File: config.mk
export PLATFORM = sky130hd
export DESIGN_NAME = sct_cell
export DESIGN_NICKNAME = d
export VERILOG_FILES = /design/src/sv/sct_pkg.sv /design/src/sv/sct_cell.sv
export SDC_FILE = /design/constraint.sdc
export NUM_CORES = 1
export LEC_CHECK = 0
export ABC_AREA = 1
export BUFFER_PORTS_ARGS = -buffer_cell sky130_fd_sc_hd__buf_2
export CAP_MARGIN = 10
export CORE_ASPECT_RATIO = 1.25
export CORE_MARGIN = 10
export CORE_UTILIZATION = 36
export DETAILED_ROUTE_END_ITERATION = 6
export PLACE_DENSITY = 0.79
export SLEW_MARGIN = 25
export SYNTH_ARGS = -nofsm -noshare
export SYNTH_HDL_FRONTEND = slang
export SYNTH_SLANG_ARGS = --single-unit
File: constraint.sdc
create_clock -name clk -period 5.7 [get_ports clk]
set_input_delay 1.14 -clock clk [delete_from_list [all_inputs] [get_ports clk]]
set_output_delay 1.14 -clock clk [all_outputs]
set_load 0.02 [all_outputs]
File: src/sv/sct_pkg.sv
// ----------------------------------------------------------------------------
// sct_pkg - shared types and constants of the shadow call stack tracker
// Default sizes, the fixed block length width and the control word that
// steers every stack cell.
// ----------------------------------------------------------------------------
package sct_pkg;

  // default sizes
  localparam int STACK_DEPTH_DEF   = 64;
  localparam int SEARCH_WINDOW_DEF = 9;
  localparam int ADDRESS_BITS_DEF  = 48;

  // block length field width
  localparam int BLEN_W = 12;

  // shift command shared by all cells of the stack
  typedef struct packed {
    logic push;  // shift toward the bottom, top takes the new frame
    logic pop;   // shift toward the top
  } sct_shift_t;

endpackage

File: src/sv/sct_cell.sv
// ----------------------------------------------------------------------------
// sct_cell - one frame slot of the shadow stack
// Holds a return address and a function entry; on push it takes the frame
// of its upper neighbor, on pop the frame of its lower neighbor.
// ----------------------------------------------------------------------------
module sct_cell
  import sct_pkg::*;
#(
  parameter int AW = ADDRESS_BITS_DEF
) (
  input  logic          clk,
  input  sct_shift_t    shift,
  input  logic [AW-1:0] up_ra,
  input  logic [AW-1:0] up_fe,
  input  logic [AW-1:0] dn_ra,
  input  logic [AW-1:0] dn_fe,
  output logic [AW-1:0] ra,
  output logic [AW-1:0] fe
);

  logic [AW-1:0] ra_r, ra_nxt;
  logic [AW-1:0] fe_r, fe_nxt;

  // pick the neighbor to take from
  always_comb begin
    ra_nxt = ra_r;
    fe_nxt = fe_r;
    if (shift.push) begin
      ra_nxt = up_ra;
      fe_nxt = up_fe;
    end else if (shift.pop) begin
      ra_nxt = dn_ra;
      fe_nxt = dn_fe;
    end
  end

  // hold the frame
  always_ff @(posedge clk) begin
    ra_r <= ra_nxt;
    fe_r <= fe_nxt;
  end

  assign ra = ra_r;
  assign fe = fe_r;

endmodule

# ---- Word-level counts from Yosys, hierarchy flattened
# Cells that the tools add are included.
dict set report word_totals {
  register_bits 96
  in_bits 195
}
dict set report classes {
  reduce_logical 1
  n_mux 4
}
# cell count
set ops {}
lappend ops {{$mux W48} 4}
lappend ops {{$reduce_bool A2 Y1} 1}

# ---- Longest topological paths before layout
dict set report logic_depth {
  ltp_word 2
  mapped_depth 6
  mapped_depth_nobuf 3
}

# ---- Worst setup path before layout
# No wires, ideal clock.
dict set report synth_path {
  path_type {input-to-reg}
  startpoint {in shift[1] (netlist bit)}
  endpoint {reg fe_r[0] (netlist: fe[0]), enable pin}
  arrival_ns 2.603
  path_slack_ns 2.684
  path_buffers 2
  path_stages 3
  path_cell_list {buf_4 > buf_6 > or2_2}
}
dict set report synth_via {
  elab_chain_len 1
}
# element line
set synth_lines {}
lappend synth_lines {{start: declaration} sct_cell.sv:12} ;# input sct_shift_t shift,
lappend synth_lines {{$reduce_bool A2 Y1 (no source line)} --}
lappend synth_lines {{end signal: assignment} sct_cell.sv:40} ;# fe_r <= fe_nxt;
lappend synth_lines {{end: declaration} sct_cell.sv:22} ;# logic [AW-1:0] fe_r, fe_nxt;
# No other way between the ends.
# A chain may end at the register's enable or synchronous reset.

# ---- Worst setup path in the final report
dict set report layout_path {
  startpoint {in shift[1] (netlist bit)}
  endpoint {reg ra_r[8] (netlist: ra[8]), enable pin}
}
dict set report layout_via {
  elab_chain_len 1
}
# element line
set layout_lines {}
lappend layout_lines {{$reduce_bool A2 Y1 (no source line)} --}
lappend layout_lines {{end signal: assignment} sct_cell.sv:39} ;# ra_r <= ra_nxt;
lappend layout_lines {{end: declaration} sct_cell.sv:21} ;# logic [AW-1:0] ra_r, ra_nxt;
# No other way between the ends.

==> impl_metrics.tcl <==
set metrics [dict create \
    status "complete, no violations" \
    antenna_found_initial 0 \
    num_antenna_cells 0 \
    port_buffers 290 \
    hold_depth 3 \
    yosysTopAreaCell "edfxtp_1" \
    synth_area_leaders "edfxtp_1 (70%), nand2_1 (26%), buf_2 (1.7%)" \
    setup_viol 0 \
    drc_errors 0 \
    final_common_cell "buf_2" \
    swShare_pct 24.93 \
    cts_setup_buffers 0 \
    clkSinkCount 96 \
    row_count 43 \
    crit_fanout 98 \
    first_pass_iters 4 \
    netlist_area_mm2 0.004121 \
    power.internal_mw 1.460 \
    fin_tns_setup_ns 0 \
    yosysSeqAreaShare_pct 69.95 \
    ios 291 \
    grt_pass1_vias 3789 \
    rsz0062_at_grt "no" \
    syn-num-nets 602 \
    worstPathRequired_ns 5.69 \
    syn_inst 407 \
    nets 883 \
    cts_buffer_depth 2 \
    hold_viol 0 \
    hold_start "dn_ra[16]" \
    dieArea_mm2 0.01615 \
    arrival_ns 3.26 \
    ys_types 7 \
    gp_congestion 0.8308 \
    worstSetupStartpoint "shift[1]" \
    clkPwrFrac_pct 36.9 \
    vdd_ir_drop_max_v 0.0001380 \
    grt_overflow 0 \
    cap_violations 0 \
    grt_max_degree 99 \
    p_leak_nw 3.168 \
    cts_resized 0 \
    ctsRootBufferMaster "clkbuf_16" \
    yosys_warnings 0 \
    cts_hold_buf 0 \
    total_power_mw 1.945 \
    cp-end-kind "flip-flop" \
    start_util_pct 37.01 \
    grt_first_pass_wirelength_mm 19.53 \
    post-route-period-util_pct 57.52 \
    fp.coreArea_mm2 0.01114 \
    wl_mm 13.43 \
    vias 3650 \
    routed_via_density 4.408 \
    drtAntennaViolNets 0 \
    avgSynthCellArea_um2 10.13 \
    min_to "ra[16]" \
    slew_violations 0 \
    seqPwrFrac_pct 45.4 \
    drtIter0Drc 137 \
    combPwrFrac_pct 17.7 \
    power-per-cell-area_mw_per_mm2 325.8 \
    wl_per_cell_um 16.22 \
    area_growth_pct 44.84 \
    critPathKind "in2reg" \
    switchingPower_mw 0.4848 \
    dp_hpwl_mm 10.57 \
    tritoncts "built" \
    dieHeight_um 139.6 \
    max_slew_margin_pct 36.30 \
    most-common-layout-cells "buf_2 (289), nand2_1 (288), edfxtp_1 (96)" \
    cts_buffers 9 \
    ctsHtreeMaxLevel 3 \
    period_needed_ns 3.279 \
    clk_pin_slew_worst_paths_ns 0.07 \
    ys_ff_latch 96 \
    max_freq_mhz 305.0 \
    layout-drive-gt1-share_pct 44.30 \
    dieWidth_um 115.7 \
    grt_use_total_pct 15.63 \
    startpoint_type "input pin" \
    min-delay-path-class "in2reg" \
    tightest_slew_ns 0.9554 \
    synth_top_area_share_pct 69.95 \
]
power groups by stage:
stage | clock [mW] | sequential [mW] | combinational [mW]
floorplan | 0 | 1.01 | 0.0775
global placement | 0 | 0.896 | 0.347
detailed placement | 0 | 0.900 | 0.351
CTS | 0.732 | 0.885 | 0.351
global route | 0.765 | 0.891 | 0.375
finish | 0.717 | 0.884 | 0.344
registers in the layout (all words and copies together), names as in the netlist:
name,flops
fe,48
ra,48
cells in the mapped netlist, drive strengths merged:
master	number
or2	1
inv	1
buf	21
nand2	288
edfxtp	96
kinds of logic after synthesis:
kind of cell / after synthesis / synth area share, %
and+or+nand+nor: 289 / 26.38
buffers and inverters: 22 / 3.673
DFF: 96 / 69.95
metrics by stage:
stage / setup slack (ns) / cells / area (um2) / hold WS, ns / utilization [%]
finish: 2.421 / 828 / 5969 / 1.065 / 53.60
global route: 2.230 / 828 / 5969 / 1.056 / 53.60
CTS: 2.396 / 828 / 5969 / 1.051 / 53.60
detailed placement: 2.028 / 812 / 5609 / 1.406 / 50.37
global placement: 2.094 / 812 / 5609 / 1.405 / 50.37
floorplan: 2.684 / 407 / 4121 / 1.319 / -
layout make-up:
class	count	area, um2
Fill cell	1035	5167
Sequential cell	96	2883
Timing Repair Buffer	291	1461
Multi-Input combinational cell	289	1090
Clock buffer	10	229.0
Tap cell	135	168.9
Clock inverter	6	131.4
Inverter	1	6.256
how the worst max path moves through the flow:
stage / to / cells past startpoint
final: ra[8] / 3
after global routing: fe[11] / 3
after CTS: fe[12] / 3
after detailed placement: fe[22] / 3
after global placement: ra[8] / 3
after floorplan: fe[0] / 3
layer usage:
metal	global-route usage (%)	vias up	share of wire, %
met3	7.054	12	12
met2	27.16	183	51
met1	16.14	1594	36
li1	-	1861	-
met5	0	-	0
met4	5.413	0	1.4
worst max-delay path: stages:
cell	delay, ns
buf_4	0.70
or2_4	0.82
buf_4	0.52
(Power assumes the default switching activity.)
