[src/sv/sct_pkg.sv]
// ----------------------------------------------------------------------------
// sct_pkg - shared types and constants of the shadow call stack tracker
// Default sizes, the fixed block length width and the control word that
// steers every stack cell.
// ----------------------------------------------------------------------------
package sct_pkg;

  // default sizes
  localparam int STACK_DEPTH_DEF   = 64;
  localparam int SEARCH_WINDOW_DEF = 9;
  localparam int ADDRESS_BITS_DEF  = 48;

  // block length field width
  localparam int BLEN_W = 12;

  // shift command shared by all cells of the stack
  typedef struct packed {
    logic push;  // shift toward the bottom, top takes the new frame
    logic pop;   // shift toward the top
  } sct_shift_t;

endpackage

[src/sv/sct_match.sv]
// ----------------------------------------------------------------------------
// sct_match - return address search over the topmost frames
// Compares the block address with each held frame of the window and picks
// the match closest to the top.
// ----------------------------------------------------------------------------
module sct_match
  import sct_pkg::*;
#(
  parameter int AW    = ADDRESS_BITS_DEF,
  parameter int WIN   = SEARCH_WINDOW_DEF,
  parameter int CW    = 7,
  parameter int POP_W = 4
) (
  input  logic [AW-1:0]    addr,
  input  logic [CW-1:0]    count,
  input  logic [AW-1:0]    ra_win [WIN],
  input  logic [AW-1:0]    fe_win [WIN],
  output logic             hit,
  output logic [POP_W-1:0] popped,
  output logic [AW-1:0]    fn
);

  logic [WIN-1:0] match;

  // compare every held frame of the window
  always_comb begin
    for (int i = 0; i < WIN; i++) begin
      match[i] = (count > CW'(i)) && (ra_win[i] == addr);
    end
  end

  // take the match nearest the top
  always_comb begin
    hit    = 1'b0;
    popped = '0;
    fn     = '0;
    for (int i = WIN - 1; i >= 0; i--) begin
      if (match[i]) begin
        hit    = 1'b1;
        popped = POP_W'(i + 1);
        fn     = fe_win[i];
      end
    end
  end

endmodule
[config.mk]
export PLATFORM = sky130hd
export DESIGN_NAME = sct_match
export DESIGN_NICKNAME = d
export VERILOG_FILES = /design/src/sv/sct_pkg.sv /design/src/sv/sct_match.sv
export SDC_FILE = /design/constraint.sdc
export NUM_CORES = 1
export LEC_CHECK = 0
export BUFFER_PORTS_ARGS = -buffer_cell sky130_fd_sc_hd__buf_2
export CAP_MARGIN = 5
export CORE_AREA = 2 2 380 382
export DETAILED_ROUTE_END_ITERATION = 12
export DIE_AREA = 0 0 382 384
export PLACE_DENSITY = 0.31
export SLEW_MARGIN = 10
export SYNTH_ARGS = -nofsm -noshare
export SYNTH_HDL_FRONTEND = slang
export SYNTH_SLANG_ARGS = --single-unit
export TNS_END_PERCENT = 5
[constraint.sdc]
create_clock -name vclk -period 4.5
set_clock_uncertainty 0.15 [all_clocks]
set_input_delay 0.9 -clock vclk [all_inputs]
set_output_delay 0.9 -clock vclk [all_outputs]
set_load 0.05 [all_outputs]
# Word-level counts from Yosys, hierarchy flattened
# Cells that the tools add are included.
# classes
magnitude_cmp	9
n_eq_ne	9
muxes	27
reduce_logical	9
# op_table
cell	n
$eq A48 B48 Y1	9
$mux W48	9
$mux W4	9
$gt A7 B3 Y1 const B	4
$gt A7 B1 Y1 const B	2
$gt A7 B2 Y1 const B	2
$logic_and A1 B1 Y1	9
$mux W1	9
$gt A7 B4 Y1 const B	1
# word_totals
register_bits	0
out_inout_bits	53
word_cells	54

# Longest topological paths before layout
# Gate-level depths: netlist (run 1).
# logic_depth
depth_word	11
ltp_mapped	11
depth_no_buf	7

# Worst setup path before layout (run 1)
# Ideal clock, no wire load.
# synth_path
kind	input-to-output
startpoint	input port addr[43]
endpoint	output port fn[46]
arrival_time_ps	3822
required_ps	3450
slack_ps	-372
stages	10
n_path_buf	3
path_cell_list	buf_4 xor2_1 nor4_4 buf_2 buf_4 nand3_1 nor2_1 nand3_1 a311o_1 a311oi_1
# synth_between
elab_chain_cells	11
word_cells_on_any_way	27
cone_classes	eq/ne (9); mux (9); reduce/logical (9)
# synth_lines
item	line	rtl
start: declaration	sct_match.sv:14	input logic [AW-1:0] addr,
$eq A48 B48 Y1	sct_match.sv:28	match[i] = (count > CW'(i)) && (ra_win[i] == addr);
$logic_and A1 B1 Y1	sct_match.sv:28	
$mux W48 (8 in series)	sct_match.sv:38	if (match[i]) begin
$mux W48 *	sct_match.sv:38	
end: declaration	sct_match.sv:20	output logic [AW-1:0] fn
# Every way passes the cells marked *; elsewhere a longest branch is shown, timed or not.

# Worst setup path after layout (run 1)
# layout_path
startpoint	input port addr[13]
endpoint	output port fn[31]
# The elaborated chain is that of the path after synthesis.

==> results of run 1 <==
[routing by layer]
| metal | global-route usage (%) | part of all wire, % | up-vias |
|---|---|---|---|
| met5 | 0 | 0.24 | - |
| met4 | 3.813 | 2.9 | 56 |
| met3 | 3.044 | 6.2 | 193 |
| met2 | 30.92 | 50 | 977 |
| met1 | 21.40 | 41 | 8445 |
| li1 | - | - | 7731 |
[cell usage after synthesis]
cell type,instances
nand2b_1,2
a21oi_1,50
xor2_1,304
o311a_1,47
nand4b_1,1
clkbuf_1,71
o21ai_0,44
a31oi_1,48
or4_4,1
xnor2_1,128
inv_2,1
or4_1,1
nand2_1,53
clkbuf_2,1
buf_4,53
o31ai_1,1
nor2_1,59
nor4_4,5
nand3_1,103
a221o_1,1
a311oi_1,1
nor4_2,26
a311o_1,1
or2_1,1
nor2b_1,1
buf_6,5
buf_2,35
a21boi_0,2
and2_1,48
a221oi_1,47
nor3_1,3
a211oi_1,3
inv_1,1
nor4_1,103
and3_1,47
and4_1,1
o21ai_1,7
nor3_2,1
o221ai_1,39
o221ai_2,9
o211ai_1,1
and4b_1,1
nand4_1,52
[cells by family after synthesis]
group | count (synthesis) | synth area share (%)
AO/OA/AOI/OAI | 301 | 22.54
XOR/XNOR | 432 | 37.97
buffers and inverters | 167 | 9.115
AND/OR/NAND/NOR | 509 | 30.38
[final timing paths]
path               startpoint     end  slack (ns)  depth (start not counted)
setup / recovery     addr[13]  fn[31]       -0.49                         16
hold / removal    fe_win[424]  fn[40]        1.99                          4
[through the flow]
step                power, mW  hold WS, ns
global placement        1.344        2.046
floorplan              0.4236        1.902
finish                  1.458        1.993
global route            1.539        2.012
detailed placement      1.334        2.038
CTS                     1.397        1.994
[worst max-delay path, delay by kind of cell]
| family | cells | cell delay, ns |
|---|---|---|
| buffers and inverters | 10 | 1.59 |
| XOR/XNOR | 1 | 0.18 |
| AND/OR/NAND/NOR | 3 | 0.83 |
| AO/OA/AOI/OAI | 2 | 0.37 |
[cell usage in the layout (no fill, tap or decap), types with 52 or more instances in the layout]
cell / Yosys / layout
nor4_2: 26 / 57
nand3_1: 103 / 99
nand4_1: 52 / 52
nand2_1: 53 / 53
buf_6: 5 / 76
buf_12: 0 / 102
buf_2: 35 / 886
buf_4: 53 / 279
xor2_1: 304 / 290
nor2_1: 59 / 54
xnor2_1: 128 / 122
[final cells by class]
type / instances / area (µm²) / share of cell area [%]
repair buffers: 1381 / 10190 / 42.83
inverters: 2 / 7.507 / 0.03156
diodes: 15 / 37.54 / 0.1578
well taps: 1903 / 2381 / 10.01
multi-input cells: 1242 / 11170 / 46.97
[where the power goes]
| group | switching [mW] | internal [mW] |
|---|---|---|
| registers | 0 | 0 |
| clock network | 0 | 0.000000410 |
| logic | 0.762 | 0.696 |
| total | 0.762 | 0.696 |
[what timing repair did]
action                                  4_1_cts  5_1_grt
setup buffers                                18       26
endpoints found under the setup margin       53       53
hold buffers                                  0        0
pin swaps                                    76       94
gates resized for setup                     294      268
cloned                                        6       10
==> impl_metrics.py, run 1 <==
metrics = {
    "timing": {
        "drv_slew": 0,
        "worstMarginPinSlew_ns": 0.5681,
        "rsz0062_at_grt": "true",
        "maxSlewHeadroom_pct": 62.00,
        "fin_setup_tns_ns": -19.95,
        "setup_viol": 53,
        "fin_ws_ns": -0.4894,
        "hold_violations": 0,
        "period_share_pct": 110.9,
        "fmax_ghz": 0.2004,
        "layout_min_cycle_time_ns": 4.989,
    },
    "grt": {
        "overflow": 0,
        "grt_pass1_wl_mm": 170.3,
        "grt_use_total_pct": 17.28,
        "antenna_found_initial": 59,
        "grt_pass1_vias": 17730,
        "grt_max_degree": 47,
    },
    "critical_path": {
        "crit_type": "input port to output pin",
        "worstPathArrival_ns": 3.94,
        "cp-end-kind": "output pin",
        "path_cells": "buf_6 > buf_12 > buf_8 > xor2_2 > nor4_4 > buf_4 > nand4_1 > buf_4 > nor4_4 > buf_6 > buf_8 > buf_12 > buf_12 > a31oi_4 > o221ai_4 > buf_6",
        "slowest_delay_ns": 0.41,
        "start_kind": "input port",
        "crit_slowest_cell": "nor4_4",
        "cp_max_fo": 7,
        "required_ns": 3.45,
    },
    "detailed_routing": {
        "avgRoutedWirePerCell_um": 30.64,
        "vias": 17400,
        "drc": 0,
        "wirelength_mm": 139.2,
        "drtIter0Drc": 1155,
        "drtAntennaViolNets": 0,
        "dr.pass1.iters": 5,
        "via_per_inst": 3.831,
    },
    "finish": {
        "fin_area_um2": 23790,
        "layout.cells.non_filler": 4543,
        "syn2layout_area_growth_pct": 138.7,
        "clock_buffers": 0,
        "fin_nets": 3546,
        "drive_gt1_share_pct": 62.78,
        "register_area_um2": 0,
        "numSequentialCells": 0,
        "fill_cells": 16520,
        "final_util_pct": 16.66,
    },
    "synth": {
        "seq_area_frac_synth_pct": 0,
        "syn-num-nets": 2328,
        "yosys_warnings": 0,
        "syn_area_per_cell_um2": 7.073,
        "synth.distinct_cells": 43,
        "yosysTopAreaCellShare_pct": 26.72,
        "postSynthCellCount": 1409,
        "netlist_top_cells_area": "xor2_1 (27%), xnor2_1 (11%), nor4_1 (6.5%)",
        "synth_largest_area_cell": "xor2_1",
        "syn-cell-area_um2": 9966,
    },
    "place": {
        "dpl.hpwl_mm": 118.9,
        "dpl.cell_count": 4477,
        "gp_congestion": 0.9359,
        "dpl_worst_slack_ns": -1.492,
        "io_buffers": 972,
        "dpl-instance-area_um2": 20130,
    },
    "floorplan": {
        "dieArea_um2": 146700,
        "ios": 972,
        "rows": 139,
        "core_um2": 142800,
        "die_height_um": 384,
        "die_w_um": 382,
        "start_util_pct": 6.980,
    },
    "run": {
        "maxCapViolCount": 0,
    },
    "power_and_ir_drop": {
        "power.leakage_nw": 10.17,
        "cellPowerDensity_nw_per_um2": 61.27,
        "ir_drop_mv": 0.04959,
    },
    "hold_path": {
        "hold_path_class": "input port to output pin",
    },
    "run_status": {
        "violations": "setup timing",
        "status": "finished, violations left",
    },
}
Note: power is estimated with default switching activity, not from simulation.
==> inputs of run 2 (changes only) <==
==> constraint.sdc (replaced) <==
create_clock -name vclk -period 5.2
set_clock_uncertainty 0.15 [all_clocks]
set_input_delay 1.04 -clock vclk [all_inputs]
set_output_delay 1.04 -clock vclk [all_outputs]
set_load 0.005 [all_outputs]
==> run 2 against run 1 <==
- wire length decreased by 8.4%
- worst setup slack improved by 0.56 ns
- cell count decreased by 3.3%
- the run now ends clean
- first-iteration DRC count decreased by 3.5%
- flip-flop and latch count unchanged
- non-clock buffer count decreased by 147
- sequential share of layout area unchanged
- power decreased by 24%
- design area decreased by 16%
- combinational power decreased by 24%
- utilization decreased by 2.6 points
- hold slack improved by 0.22 ns
==> impl_metrics.py, run 2 (synthesized netlist as in run 1, its figures left out) <==
metrics = {
    "timing": {
        "setup_viol": 0,
        "fin_setup_tns_ns": 0,
        "layout_min_cycle_time_ns": 5.131,
        "drv_slew": 0,
        "maxSlewHeadroom_pct": 46.63,
        "hold_violations": 0,
        "period_share_pct": 98.67,
        "worstMarginPinSlew_ns": 0.8005,
        "fmax_ghz": 0.1949,
        "fin_ws_ns": 0.06906,
        "rsz0062_at_grt": "true",
    },
    "critical_path": {
        "slowest_delay_ns": 0.37,
        "required_ns": 4.01,
        "cp_max_fo": 24,
        "worstPathArrival_ns": 3.94,
        "crit_buf_inv": 6,
        "start_kind": "input port",
        "crit_cells": 13,
        "crit_family": "compound AO/OA/AOI/OAI gates",
        "crit_type": "input port to output pin",
        "cp-end-kind": "output pin",
        "crit_slowest_cell": "a211oi_2",
        "path_cells": "buf_6 > buf_12 > buf_4 > xnor2_1 > nand4_1 > a211oi_2 > and4_4 > buf_12 > buf_4 > a221oi_4 > o311a_1 > o221ai_1 > buf_2",
    },
    "power_and_ir_drop": {
        "p_switching_mw": 0.6026,
        "power_frac_comb_pct": 100.0,
        "ir_drop_mv": 0.04608,
        "p_int_mw": 0.5110,
        "clock_power_share_pct": 0,
        "power.leakage_nw": 8.521,
        "cellPowerDensity_nw_per_um2": 55.56,
        "seqPwrFrac_pct": 0,
        "swShare_pct": 54.11,
    },
    "finish": {
        "clock_buffers": 0,
        "layout.cells.non_filler": 4395,
        "fin_nets": 3399,
        "multi_input_area_um2": 9698,
        "drive_gt1_share_pct": 54.68,
        "fin_area_um2": 20040,
        "syn2layout_area_growth_pct": 101.1,
        "final_cell_mix": "buf_2 (940), xor2_1 (298), buf_4 (199)",
        "final_util_pct": 14.04,
        "fill_cells": 16770,
        "layout_commonest_cell": "buf_2",
        "numSequentialCells": 0,
        "register_area_um2": 0,
    },
    "grt": {
        "antenna_found_initial": 71,
        "grt_pass1_vias": 17280,
        "grt_pass1_wl_mm": 159.2,
        "overflow": 0,
        "grt_use_total_pct": 15.99,
        "grt_max_degree": 49,
    },
    "run": {
        "maxCapViolCount": 0,
    },
    "floorplan": {
        "dieArea_um2": 146700,
        "ios": 972,
        "die_height_um": 384,
        "rows": 139,
        "die_w_um": 382,
        "start_util_pct": 6.980,
        "core_um2": 142800,
    },
    "detailed_routing": {
        "wirelength_mm": 127.5,
        "drtIter0Drc": 1114,
        "via_per_inst": 3.782,
        "vias": 16620,
        "drtAntennaViolNets": 0,
        "drc": 0,
        "avgRoutedWirePerCell_um": 29.02,
        "dr.pass1.iters": 5,
    },
    "hold_path": {
        "holdPathStages": 4,
        "hold_path_class": "input port to output pin",
    },
    "run_status": {
        "status": "finished, final reports clean",
    },
    "place": {
        "dpl.hpwl_mm": 109.9,
        "dpl.cell_count": 4351,
        "gp_congestion": 0.9234,
        "io_buffers": 972,
        "dpl-instance-area_um2": 18840,
        "dpl_worst_slack_ns": -0.9130,
    },
}
## run 2: cell types whose count changed in the layout (fill, tap and decap cells not counted), moves of 20 or more
cell	before	now
a31oi_1	22	45
buf_12	102	64
buf_2	886	940
buf_4	279	199
buf_6	76	21
nor4_1	43	73
nor4_4	34	13
o21ai_2	23	3
o221ai_1	3	30
## run 2: layout make-up
type,instances,area share (%)
multi-input cells,1242,48.39
inverters,2,0.06243
well taps,1903,11.88
repair buffers,1234,39.50
diodes,14,0.1748
## run 2: what timing repair did
action,CTS,global route
cloned,1,6
gates resized for setup,98,69
buffers inserted,11,14
pin swaps,21,19
setup endpoints to repair,53,44
hold buffers,0,0
## run 2: power by group through the flow
stage	logic [mW]	clock network (mW)	registers [mW]
final	1.11	0.000000285	0
after global routing	1.17	0.000000104	0
after CTS	1.10	0	0
after detailed placement	1.06	0	0
after global placement	1.07	0	0
after floorplan	0.367	0	0
## run 2: metal layers
metal / vias up / part of all wire [%] / track usage (%)
met1: 7969 / 40 / 19.14
met4: 78 / 3.2 / 3.718
met3: 207 / 7.5 / 3.963
li1: 7428 / - / -
met2: 938 / 49 / 28.48
met5: - / 0.38 / 0
## run 2: final timing paths
| path | from | end | slack [ns] |
|---|---|---|---|
| setup / recovery | addr[6] | fn[1] | 0.07 |
| hold / removal | fe_win[429] | fn[45] | 2.21 |
## run 2: per-stage QoR
stage	hold WS, ns	power [mW]
finish	2.214	1.114
global route	2.233	1.172
CTS	2.211	1.097
detailed placement	2.213	1.060
global placement	2.213	1.068
floorplan	2.023	0.3666
